## config.mk

```make
export PLATFORM = sky130hd
export DESIGN_NAME = canonical_kmer_extractor_unit
export DESIGN_NICKNAME = d
export VERILOG_FILES = /design/src/design/ckx_pkg.sv /design/src/design/ckx_cell.sv /design/src/design/canonical_kmer_extractor_unit.sv
export SDC_FILE = /design/constraint.sdc
export NUM_CORES = 1
export LEC_CHECK = 0
export BUFFER_PORTS_ARGS = -buffer_cell sky130_fd_sc_hd__buf_4
export CAP_MARGIN = 40
export CORE_ASPECT_RATIO = 0.7
export CORE_MARGIN = 3
export CORE_UTILIZATION = 33
export CTS_BUF_LIST = sky130_fd_sc_hd__clkbuf_2 sky130_fd_sc_hd__clkbuf_4 sky130_fd_sc_hd__clkbuf_8
export CTS_CLUSTER_SIZE = 30
export DETAILED_ROUTE_END_ITERATION = 6
export GPL_TIMING_DRIVEN = 0
export PLACE_DENSITY_LB_ADDON = 0.2
export RECOVER_POWER = 50
export SLEW_MARGIN = 30
export SYNTH_ARGS = -nofsm -noshare
export SYNTH_HDL_FRONTEND = slang
export SYNTH_SLANG_ARGS = --single-unit
export TNS_END_PERCENT = 5
```

## constraint.sdc

```tcl
create_clock -name clk -period 26.8 [get_ports clk]
set_input_delay 4.02 -clock clk [delete_from_list [all_inputs] [get_ports clk]]
set_output_delay 4.02 -clock clk [all_outputs]
set_load 0.005 [all_outputs]
```

## src/design/ckx_pkg.sv

```systemverilog
// Shared types, constants and base decoding for the canonical k-mer extractor.
package ckx_pkg;

	localparam int CHAR_W  = 8;
	localparam int GROUP_W = 32;
	localparam int KEY_W   = 64;
	localparam int KLEN_W  = 6;
	localparam int DATA_W  = 32;
	localparam int ADDR_W  = 3;

	localparam logic [CHAR_W-1:0] CHAR_A = 8'h41;
	localparam logic [CHAR_W-1:0] CHAR_C = 8'h43;
	localparam logic [CHAR_W-1:0] CHAR_G = 8'h47;
	localparam logic [CHAR_W-1:0] CHAR_T = 8'h54;

	localparam logic [KLEN_W-1:0] KLEN_RESET = 6'd21;

	typedef enum logic {
		REG_KMER_LENGTH   = 1'b0,
		REG_CANONICAL_MODE = 1'b1
	} reg_idx_t;

	typedef enum logic [1:0] {
		CODE_A = 2'd0,
		CODE_C = 2'd1,
		CODE_G = 2'd2,
		CODE_T = 2'd3
	} base_code_t;

	typedef struct packed {
		logic ok;
		base_code_t code;
	} base_dec_t;

	typedef struct packed {
		logic load;
		logic flush;
		logic kill;
		logic [1:0] code;
		logic [KLEN_W-1:0] k;
	} cell_ctl_t;

	function automatic base_dec_t decode_base(input logic [CHAR_W-1:0] ch);
		base_dec_t d;
		d.ok = 1'b1;
		d.code = CODE_A;
		case (ch)
			CHAR_A: d.code = CODE_A;
			CHAR_C: d.code = CODE_C;
			CHAR_G: d.code = CODE_G;
			CHAR_T: d.code = CODE_T;
			default: d.ok = 1'b0;
		endcase
		return d;
	endfunction

endpackage

```

## src/design/ckx_cell.sv

```systemverilog
// One window cell: two bits of the forward and two bits of the reverse-complement window.
module ckx_cell #(
	parameter int IDX = 0
) (
	input  logic             clk,
	input  logic             arst_n,
	input  ckx_pkg::cell_ctl_t ctl,
	input  logic [1:0]       fwd_left,
	input  logic [1:0]       rev_right,
	output logic [1:0]       fwd_d,
	output logic [1:0]       rev_d,
	output logic [1:0]       fwd_q,
	output logic [1:0]       rev_q
);

	logic active;
	logic is_top;

	assign active = ckx_pkg::KLEN_W'(IDX) < ctl.k;
	assign is_top = ckx_pkg::KLEN_W'(IDX + 1) == ctl.k;

	always_comb begin
		fwd_d = fwd_q;
		rev_d = rev_q;
		if (ctl.load) begin
			if (ctl.kill || !active) begin
				fwd_d = 2'b00;
				rev_d = 2'b00;
			end else begin
				if (IDX == 0) begin
					fwd_d = ctl.code;
				end else begin
					fwd_d = ctl.flush ? 2'b00 : fwd_left;
				end
				if (is_top) begin
					rev_d = ~ctl.code;
				end else begin
					rev_d = ctl.flush ? 2'b00 : rev_right;
				end
			end
		end
	end

	always_ff @(posedge clk or negedge arst_n) begin
		if (!arst_n) begin
			fwd_q <= 2'b00;
			rev_q <= 2'b00;
		end else begin
			fwd_q <= fwd_d;
			rev_q <= rev_d;
		end
	end

endmodule

```

## src/design/canonical_kmer_extractor_unit.sv

```systemverilog
// Top level: cell chain for the rolling windows, run counter, canonical select and output register.
// A result is registered and presented in the cycle after the base that completes it is accepted.
// One base per cycle unless stalled; a valid base shifts both windows, an invalid one clears them.
// The output register takes a new result whenever it is empty or being drained.
// Reset clears the windows, run counter and output valid; k resets to 21, canonical mode to 0.
module canonical_kmer_extractor_unit #(
	parameter int MAX_K = 32
) (
	input  logic                          clk,
	input  logic                          arst_n,
	input  logic                          base_valid,
	output logic                          base_stall,
	input  logic [ckx_pkg::CHAR_W-1:0]    base_char,
	input  logic [ckx_pkg::GROUP_W-1:0]   group_id,
	input  logic                          seq_start,
	output logic                          kmer_valid,
	input  logic                          kmer_stall,
	output logic [ckx_pkg::KEY_W-1:0]     kmer_key,
	output logic [ckx_pkg::GROUP_W-1:0]   group_out,
	input  logic                          psel,
	input  logic                          penable,
	input  logic                          pwrite,
	input  logic [ckx_pkg::ADDR_W-1:0]    paddr,
	input  logic [ckx_pkg::DATA_W-1:0]    pwdata,
	output logic [ckx_pkg::DATA_W-1:0]    prdata,
	output logic                          pready
);

	localparam int RW = $clog2(MAX_K + 1);
	localparam int WW = 2 * MAX_K;

	logic [ckx_pkg::KLEN_W-1:0] kmer_length_q;
	logic                       canonical_mode_q;
	logic [ckx_pkg::KLEN_W-1:0] k_eff;
	logic                       wr_en;

	logic                       accept;
	ckx_pkg::base_dec_t         dec;
	ckx_pkg::cell_ctl_t         ctl;

	logic [1:0] fwd_d [MAX_K];
	logic [1:0] rev_d [MAX_K];
	logic [1:0] fwd_q [MAX_K];
	logic [1:0] rev_q [MAX_K];
	logic [WW-1:0] fwd_next;
	logic [WW-1:0] rev_next;
	logic [WW-1:0] fwd_win;

	logic [RW-1:0] run_q;
	logic [RW-1:0] run_base;
	logic [RW-1:0] run_d;
	logic          emit;
	logic [WW-1:0] key_sel;

	logic                        kmer_valid_q;
	logic [ckx_pkg::KEY_W-1:0]   kmer_key_q;
	logic [ckx_pkg::GROUP_W-1:0] group_out_q;

	assign pready = 1'b1;
	assign wr_en = psel && penable && pwrite && pready;

	always_ff @(posedge clk or negedge arst_n) begin
		if (!arst_n) begin
			kmer_length_q <= ckx_pkg::KLEN_RESET;
			canonical_mode_q <= 1'b0;
		end else if (wr_en) begin
			case (ckx_pkg::reg_idx_t'(paddr[2]))
				ckx_pkg::REG_KMER_LENGTH: kmer_length_q <= pwdata[ckx_pkg::KLEN_W-1:0];
				ckx_pkg::REG_CANONICAL_MODE: canonical_mode_q <= pwdata[0];
				default: ;
			endcase
		end
	end

	always_comb begin
		case (ckx_pkg::reg_idx_t'(paddr[2]))
			ckx_pkg::REG_KMER_LENGTH:
				prdata = ckx_pkg::DATA_W'(kmer_length_q);
			ckx_pkg::REG_CANONICAL_MODE:
				prdata = ckx_pkg::DATA_W'(canonical_mode_q);
			default: prdata = '0;
		endcase
	end

	always_comb begin
		if (kmer_length_q == '0) begin
			k_eff = ckx_pkg::KLEN_W'(1);
		end else if (kmer_length_q > ckx_pkg::KLEN_W'(MAX_K)) begin
			k_eff = ckx_pkg::KLEN_W'(MAX_K);
		end else begin
			k_eff = kmer_length_q;
		end
	end

	assign base_stall = kmer_valid_q && kmer_stall;
	assign accept = base_valid && !base_stall;
	assign dec = ckx_pkg::decode_base(base_char);

	assign ctl.load  = accept;
	assign ctl.flush = seq_start;
	assign ctl.kill  = !dec.ok;
	assign ctl.code  = dec.code;
	assign ctl.k     = k_eff;

	for (genvar i = 0; i < MAX_K; i++) begin : g_cell
		logic [1:0] left_in;
		logic [1:0] right_in;
		if (i == 0) begin : g_first
			assign left_in = dec.code;
		end else begin : g_mid
			assign left_in = fwd_q[i-1];
		end
		if (i == MAX_K - 1) begin : g_last
			assign right_in = 2'b00;
		end else begin : g_inner
			assign right_in = rev_q[i+1];
		end
		ckx_cell #(
			.IDX(i)
		) u_cell (
			.clk      (clk),
			.arst_n   (arst_n),
			.ctl      (ctl),
			.fwd_left (left_in),
			.rev_right(right_in),
			.fwd_d    (fwd_d[i]),
			.rev_d    (rev_d[i]),
			.fwd_q    (fwd_q[i]),
			.rev_q    (rev_q[i])
		);
		assign fwd_next[2*i +: 2] = fwd_d[i];
		assign rev_next[2*i +: 2] = rev_d[i];
		assign fwd_win[2*i +: 2]  = fwd_q[i];
	end

	always_comb begin
		run_base = seq_start ? '0 : run_q;
		if (!dec.ok) begin
			run_d = '0;
		end else if (run_base == RW'(MAX_K)) begin
			run_d = run_base;
		end else begin
			run_d = run_base + RW'(1);
		end
	end

	assign emit = dec.ok && (7'(run_d) >= 7'(k_eff));
	assign key_sel = (canonical_mode_q && (rev_next < fwd_next)) ? rev_next : fwd_next;

	always_ff @(posedge clk or negedge arst_n) begin
		if (!arst_n) begin
			run_q <= '0;
		end else if (accept) begin
			run_q <= run_d;
		end
	end

	always_ff @(posedge clk or negedge arst_n) begin
		if (!arst_n) begin
			kmer_valid_q <= 1'b0;
		end else if (accept) begin
			kmer_valid_q <= emit;
		end else if (!kmer_stall) begin
			kmer_valid_q <= 1'b0;
		end
	end

	always_ff @(posedge clk) begin
		if (accept && emit) begin
			kmer_key_q <= ckx_pkg::KEY_W'(key_sel);
			group_out_q <= group_id;
		end
	end

	assign kmer_valid = kmer_valid_q;
	assign kmer_key = kmer_key_q;
	assign group_out = group_out_q;

`ifndef ASSERT_OFF
	a_invalid_clears_run: assert property (@(posedge clk) disable iff (!arst_n)
		(accept && !dec.ok) |=> (run_q == '0))
		else $error("run counter not cleared by invalid base");

	a_run_bounded: assert property (@(posedge clk) disable iff (!arst_n)
		7'(run_q) <= 7'(MAX_K))
		else $error("run counter beyond maximum k");

	a_forward_key: assert property (@(posedge clk) disable iff (!arst_n)
		(accept && emit && !canonical_mode_q) |=> (kmer_key == ckx_pkg::KEY_W'(fwd_win)))
		else $error("forward key differs from window");

	a_stall_only_when_full: assert property (@(posedge clk) disable iff (!arst_n)
		base_stall |-> kmer_valid)
		else $error("input stalled with empty output register");

	a_result_from_accept: assert property (@(posedge clk) disable iff (!arst_n)
		$rose(kmer_valid) |-> $past(accept))
		else $error("result appeared without an accepted transaction");
`endif

endmodule
```

== After elaboration in Yosys (flattened, before gate mapping) ==
Cells that the tools add are included.
Storage, ports and cells
  bits in latches: 0
  flip-flop bits (word level): 238
  bits of input ports: 83
  bits in read-only memories: 0
  memory bits (writable): 0
  output and inout bits: 131
  memories kept: 0
Operators by class
  multiply operators: 0
  shift-type cells: 0
  multiplexer cells: 233
  bitwise operators: 2
  eq/ne operators: 38
  divide/modulo/power cells: 0
  order comparisons: 35
  add/sub/neg operators: 1
  reductions and logical operators: 77
Operators by type and width (count)
  2-bit two-way mux: 222
  5-bit by 6-bit == test with 1-bit output (first input constant): 16
  5-bit by 6-bit less-than comparator with 1-bit output (first input constant): 16
  64-bit less-than comparator: 1
  64-bit two-way mux: 1
  32-bit case mux with 2 select lines: 1
  4-bit by 6-bit == test with 1-bit output (first input constant): 8
  4-bit by 6-bit less-than comparator with 1-bit output (first input constant): 8
  1-bit zero test: 34
  8-bit by 7-bit == test with 1-bit output (second input constant): 4
  1-bit logical OR: 32
  6-bit two-way mux: 5
  3-bit by 6-bit == test with 1-bit output (first input constant): 4
  3-bit by 6-bit less-than comparator with 1-bit output (first input constant): 4
  2-bit by 6-bit == test with 1-bit output (first input constant): 2
  1-bit by 6-bit less-than comparator with 1-bit output (first input constant): 2
  2-bit by 6-bit less-than comparator with 1-bit output (first input constant): 2
  1-bit logical AND: 7
  6-bit by 1-bit adder with 6-bit output (second input constant): 1
  1-bit by 6-bit == test with 1-bit output (first input constant): 1
  6-bit == test (first input constant): 1
  6-bit == test (second input constant): 1
  6-bit greater-or-equal comparator: 1
  6-bit > comparator (second input constant): 1
  other kinds (8): 11

== Depth between registers and ports, before layout ==
  depth after elaboration: 11
  mapped depth: 19
  gate-level depth less buffers: 16

== Modules after synthesis ==
Synthesis repeated with hierarchy kept, for this count alone.
Unflattened totals
  cell total of the unflattened synthesis: 1296
  area total of the unflattened synthesis: 14322.5 µm²
Modules (own cells, without submodules)
  canonical_kmer_extractor_unit: instances 1, area each 6790.3 µm², seq. area each 3236.9 µm², cells each 536
  ckx_cell (g_cell[18].u_cell ...): instances 2, area each 237.7 µm², seq. area each 100.1 µm², cells each 25
  ckx_cell (g_cell[12].u_cell): instances 1, area each 267.8 µm², seq. area each 100.1 µm², cells each 23
  ckx_cell (g_cell[26].u_cell): instances 1, area each 261.5 µm², seq. area each 100.1 µm², cells each 22
  ckx_cell (g_cell[9].u_cell): instances 1, area each 261.5 µm², seq. area each 100.1 µm², cells each 25
  ckx_cell (g_cell[16].u_cell): instances 1, area each 260.2 µm², seq. area each 100.1 µm², cells each 27
  ckx_cell (g_cell[28].u_cell): instances 1, area each 251.5 µm², seq. area each 100.1 µm², cells each 27
  ckx_cell (g_cell[19].u_cell): instances 1, area each 250.2 µm², seq. area each 100.1 µm², cells each 23
  ckx_cell (g_cell[20].u_cell): instances 1, area each 250.2 µm², seq. area each 100.1 µm², cells each 27
  ckx_cell (g_cell[11].u_cell): instances 1, area each 241.5 µm², seq. area each 100.1 µm², cells each 28
  ckx_cell (g_cell[17].u_cell): instances 1, area each 241.5 µm², seq. area each 100.1 µm², cells each 25
  ckx_cell (g_cell[7].u_cell): instances 1, area each 241.5 µm², seq. area each 100.1 µm², cells each 22
  ckx_cell (g_cell[25].u_cell): instances 1, area each 240.2 µm², seq. area each 100.1 µm², cells each 22
  ckx_cell (g_cell[10].u_cell): instances 1, area each 239.0 µm², seq. area each 100.1 µm², cells each 25
  +18 rows

== Worst setup path before layout ==
OpenSTA, ideal clock, no wires.
  kind: input-to-reg
  from: input port seq_start
  to: register kmer_valid_q (netlist: kmer_valid)
  data arrival time: 13.897 ns
  stages on the path: 16
  path buffers: 3
  path slack: 12.793 ns
  cell sequence: inv_1 -> clkbuf_1 -> clkbuf_1 -> clkbuf_1 -> nand2_1 -> ha_1 -> nor4b_1 -> nand2_1 -> nand2_1 -> nor3_1 -> ha_1 -> o21ai_0 -> nand2b_1 -> a21oi_1 -> a211oi_1 -> or2_2
Between the ends
  longest elaborated chain between the ends: 7
  elaborated cells on any way between the ends: 8
RTL lines
  start: declaration: line canonical_kmer_extractor_unit.sv:15  | input logic seq_start,
  6-bit two-way mux (*): line canonical_kmer_extractor_unit.sv:137  | run_base = seq_start ? '0 : run_q;
  6-bit by 1-bit adder with 6-bit output / 6-bit == test (equally long branches): line canonical_kmer_extractor_unit.sv:143, canonical_kmer_extractor_unit.sv:140
  6-bit two-way mux (*): line canonical_kmer_extractor_unit.sv:140  | end else if (run_base == RW'(MAX_K)) begin
  6-bit two-way mux (*): line canonical_kmer_extractor_unit.sv:138  | if (!dec.ok) begin
  named net run_d[3]: line canonical_kmer_extractor_unit.sv:51  | logic [RW-1:0] run_d;
  6-bit greater-or-equal comparator (*): line canonical_kmer_extractor_unit.sv:147  | assign emit = dec.ok && (7'(run_d) >= 7'(k_eff));
  1-bit logical AND (*): line canonical_kmer_extractor_unit.sv:147
  1-bit two-way mux (*): line canonical_kmer_extractor_unit.sv:161  | end else if (accept) begin
  end signal: assignment: line canonical_kmer_extractor_unit.sv:162  | kmer_valid_q <= emit;
  end: declaration: line canonical_kmer_extractor_unit.sv:55  | logic kmer_valid_q;
Mark *: on every way through the listed nets, which the timed path passes. The rest lies on a longest branch.
A chain may end at the register's enable or synchronous reset.

==> results.sh <==
export IMPL_outcome="finished, violations left"
export IMPL_violations="max-capacitance violations, max-slew violations"
export IMPL_wire_per_inst_um=21.5
export IMPL_groute_usage_overall_pct=19.9
export IMPL_finalWorstPathRequiredPeriod_ns=10.0
export IMPL_critical_path_arrival_ns=9.74
export IMPL_cp_data_required_time_ns=26.54
export IMPL_r2r_worst_path_cells=15
export IMPL_hold_path_startpoint="g_cell[31].u_cell.fwd_q[1]$_DFF_PN0_"
export IMPL_yosys_register_bits=238
export IMPL_rows=58
export IMPL_critPathMostFrequentCell="clkbuf_1"
export IMPL_min_period_over_period_pct=37.3
export IMPL_final_net_count=1521
export IMPL_clock_skew_ns=0.0173
export IMPL_htree_levels=2
export IMPL_core_footprint_um2=36600
export IMPL_reg2reg_to="kmer_key[61]$_DFFE_PP_"
export IMPL_vias=9903
export IMPL_cp_top_family="buffers and inverters"
export IMPL_worst_skew_pair_late_latency_ns=0.57
export IMPL_clockRootBuffer="clkbuf_8"
export IMPL_power_static_leakage_nw=7.10
export IMPL_slew_limit_headroom_pct=-167
export IMPL_post_cts_hold_buffer_count=0
export IMPL_drv_cap=2
export IMPL_design_die_area_um2=40300
export IMPL_min_to="g_cell[31].u_cell.fwd_q[1]$_DFF_PN0_"
export IMPL_combPwrFrac_pct=11.3
export IMPL_floorplan_initialDensity_pct=34.1
export IMPL_flow_area_growth_from_synthesis_pct=23.2
export IMPL_yosys_area_share_adder_pct=7.01
export IMPL_worst_setup_path_start_kind="input port"
export IMPL_count_of_unresolved_drc_violations_after_routing=0
export IMPL_synth_simple_gate_area_share_pct=11.6
export IMPL_initialDrtViolationCount=959
export IMPL_vias_per_cell=5.26
export IMPL_synth_top_family_by_area="compound AO/OA/AOI/OAI gates"
export IMPL_critical_path_slowest_cell="clkbuf_1"
export IMPL_worstSetupPathType="input port to async pin"
export IMPL_place_congestion=0.928
export IMPL_crit_path_end_kind="async pin"
export IMPL_switching_share_pct=27.0
export IMPL_power_density_nw_per_um2=56.7
export IMPL_net_switching_power_mw=0.236
export IMPL_io_buffer_count=158
export IMPL_grt_pass1_vias=10017
export IMPL_cts_repair_resized=0
export IMPL_setup_repair_after_global_routing_missed_its_margin="no"
export IMPL_grt_overflow=0
export IMPL_setup_total_negative_slack_ns=0
export IMPL_dieWidth_um=239
export IMPL_tritoncts="done"
export IMPL_drive_above_1_share_pct=23.7
export IMPL_synthesis_area_um2=12500
export IMPL_final_hold_viol_count=0
export IMPL_worst_hold_path_type="flip-flop to flip-flop"
export IMPL_xor_xnor_cell_area_share_of_the_yosys_netlist_pct=0.280
export IMPL_grt_pass1_wl_mm=61.4
export IMPL_min_delay_path_depth=2
export IMPL_floorplan_die_height_um=169
export IMPL_path_cells="clkbuf_1, clkbuf_1"
export IMPL_p_clk_share_pct=44.7
export IMPL_worst_slew_pin_slew_ns=4.00
export IMPL_grt_antenna_before_repair=0
export IMPL_postCtsSetupRepairBufs=0
export IMPL_path_buf_inv=2
export IMPL_routed_wl_mm=40.4
export IMPL_synth_cells=1126
export IMPL_antenna_violation_net_count_after_detailed_routing=0
export IMPL_timing_final_setup_violations=0
export IMPL_cts_buffers_inserted=42
export IMPL_syn_area_per_cell_um2=11.1
export IMPL_yosysWarningCount=0
export IMPL_max_vdd_ir_drop_mv=0.0268
export IMPL_worstPathMaxFanout=73
export IMPL_ctsLongestPathBuffers=3
export IMPL_synth_cell_type_count=66
export IMPL_grt_start_max_net_pins=74
export IMPL_hpwlAfterDp_mm=29.7
export IMPL_finalMaxSlewViolations=145
export IMPL_rr_startpoint="kmer_length_q[5]$_DFFE_PN0P_"
export IMPL_synth_sequential_area_ratio_pct=51.5
export IMPL_reg2reg_setup_slack_ns=20.98
export IMPL_timing_hold_ws_ns=0.502
export IMPL_compound_gate_portion_of_the_synthesized_area_pct=14.9
export IMPL_synthMuxAreaShare_pct=8.49
export IMPL_max_stage_delay_ns=2.96
export IMPL_intPower_mw=0.638
export IMPL_synth_flop_cell="dfrtp_1"
export IMPL_seq_power_share_pct=44.0
export IMPL_io_pins=214
export IMPL_peak_clock_frequency_supported_by_timing_mhz=100
export IMPL_number_of_enable_type_register_cells_in_the_synthesized_netlist=96
export IMPL_tritoncts_num_sinks=238
export IMPL_firstDrtPassIters=7
export IMPL_cts_reportedPaths_clkPinSlew_ns=0.06
export IMPL_synth_async_sr_flop_share_pct=59.7
## power groups by stage
stage,registers [mW],clock network [mW],logic [mW]
2_1_floorplan,0.390,0,0.0546
3_3_place_gp,0.392,0,0.0950
3_5_place_dp,0.391,0,0.0975
4_1_cts,0.384,0.401,0.0979
5_1_grt,0.385,0.417,0.106
6_report,0.384,0.390,0.0989
## worst max-delay path by stage
| stage | start | end | slack, ns | cells after the start |
|---|---|---|---|---|
| floorplan | seq_start | kmer_valid$_DFFE_PN0P_ | 12.79 | 16 |
| global placement | seq_start | kmer_valid$_DFFE_PN0P_ | 6.74 | 17 |
| detailed placement | base_char[3] | kmer_key[18]$_DFFE_PP_ | 17.02 | 16 |
| CTS | base_char[3] | kmer_key[18]$_DFFE_PP_ | 17.62 | 16 |
| global route | arst_n | g_cell[13].u_cell.fwd_q[1]$_DFF_PN0_ | 15.29 | 2 |
| finish | arst_n | g_cell[13].u_cell.fwd_q[1]$_DFF_PN0_ | 16.80 | 2 |
## worst reg2reg max path, cell delays in order, from the launching register on
cell	delay (ns)
dfrtp_1	0.45
nor2b_1	0.59
inv_1	0.38
nor2_1	0.74
nand2_1	0.25
nand3_1	0.15
o21ai_0	0.12
a32o_1	0.35
ha_1	0.32
a2111oi_0	0.43
o21ai_1	0.17
a211oi_1	0.69
o311ai_1	0.21
buf_6	0.22
buf_6	0.20
mux2_4	0.32
## layout by cell type (no fill, tap or decap), types with 6 or more instances in the layout
cell      netlist  final
a21o_1          7      7
a21oi_1        39     39
a22o_1         23     23
a22oi_1        27     27
a31oi_1        19     19
a32o_1         31     31
a32oi_1         8      8
and3_1         13     13
buf_2           3      6
buf_4          27     54
buf_6           6     14
clkbuf_1       41     64
clkbuf_4        0    118
clkbuf_8        0     50
clkinv_1        0     10
clkinv_2        0      7
conb_1          2     27
dfrtp_1       139    139
edfxtp_1       96     96
ha_1           70     70
inv_1          85     85
mux2_2         16     16
mux2_4         48     48
mux2i_1        16     16
nand2_1        92     92
nand2b_1        9      9
nand3_1        41     41
nand4_1        10     10
nor2_1         58     58
nor2b_1        10     10
nor3_1         29     29
nor3b_1         9      9
o21ai_0        77     77
## cell usage after synthesis, types with 4 or more instances
master	count	area [µm²]
mux2i_1	16	160
nand2_1	92	345
nor2b_1	10	62.6
buf_6	6	67.6
nor3_1	29	145
buf_4	27	203
mux2_4	48	721
a22oi_1	27	203
o21ai_0	77	385
mux2_2	16	180
a32oi_1	8	70.1
dfrtp_1	139	3480
inv_1	85	319
a32o_1	31	310
and3_1	13	81.3
nor2_1	58	218
a21o_1	7	52.6
edfxtp_1	96	2880
o31a_1	4	35.0
o31ai_1	5	37.5
nand4_1	10	62.6
clkbuf_1	41	154
o211ai_1	5	37.5
ha_1	70	876
nand3_1	41	205
a21oi_1	39	195
nor3b_1	9	67.6
nand2b_1	9	56.3
a211oi_1	5	37.5
a31oi_1	19	119
a22o_1	23	201
and2_1	4	25.0
## state kept, by name, indices dropped and copies added (netlist names)
name                 cells
canonical_mode_q         1
kmer_valid               1
g_cell.u_cell.fwd_q     64
group_out               32
kmer_length_q            6
kmer_key                64
run_q                    6
g_cell.u_cell.rev_q     64
## per-stage QoR
step	utilization (%)	instances	setup slack, ns	instance area [µm²]	power [mW]
floorplan	-	1151	12.79	12600	0.445
global placement	39.2	1789	6.74	14400	0.487
detailed placement	39.7	1802	17.02	14600	0.489
CTS	42.3	1880	17.62	15500	0.883
global route	42.0	1882	15.29	15400	0.907
finish	42.0	1883	16.80	15400	0.874
## layer usage
metal	up-vias	share of wire [%]	GRT usage, %
met5	-	0	0
met4	0	2.6	6.44
met3	84	8.0	4.01
met2	440	41	28.1
met1	4778	48	30.3
li1	4601	-	-
## kinds of logic (layout without fill, tap and decap cells)
family / after synthesis / count (layout)
AO/OA/AOI/OAI: 270 / 270
XOR/XNOR: 4 / 4
adder cells (fa/ha/maj): 70 / 70
buffers and inverters: 164 / 415
flip-flops: 238 / 238
multiplexers: 80 / 80
other: 2 / 28
AND/OR/NAND/NOR: 298 / 298
## layout make-up
cell class / instances / area, µm²
well taps: 480 / 601
flip-flops and latches: 238 / 6440
clock inverters: 22 / 223
plain buffers: 79 / 447
diodes: 1 / 2.50
multi-input cells: 749 / 5390
repair buffers: 173 / 1250
inverters: 85 / 319
fillers: 3563 / 21200
clock buffers: 56 / 733
No activity file was read; power rests on OpenSTA's default activity.
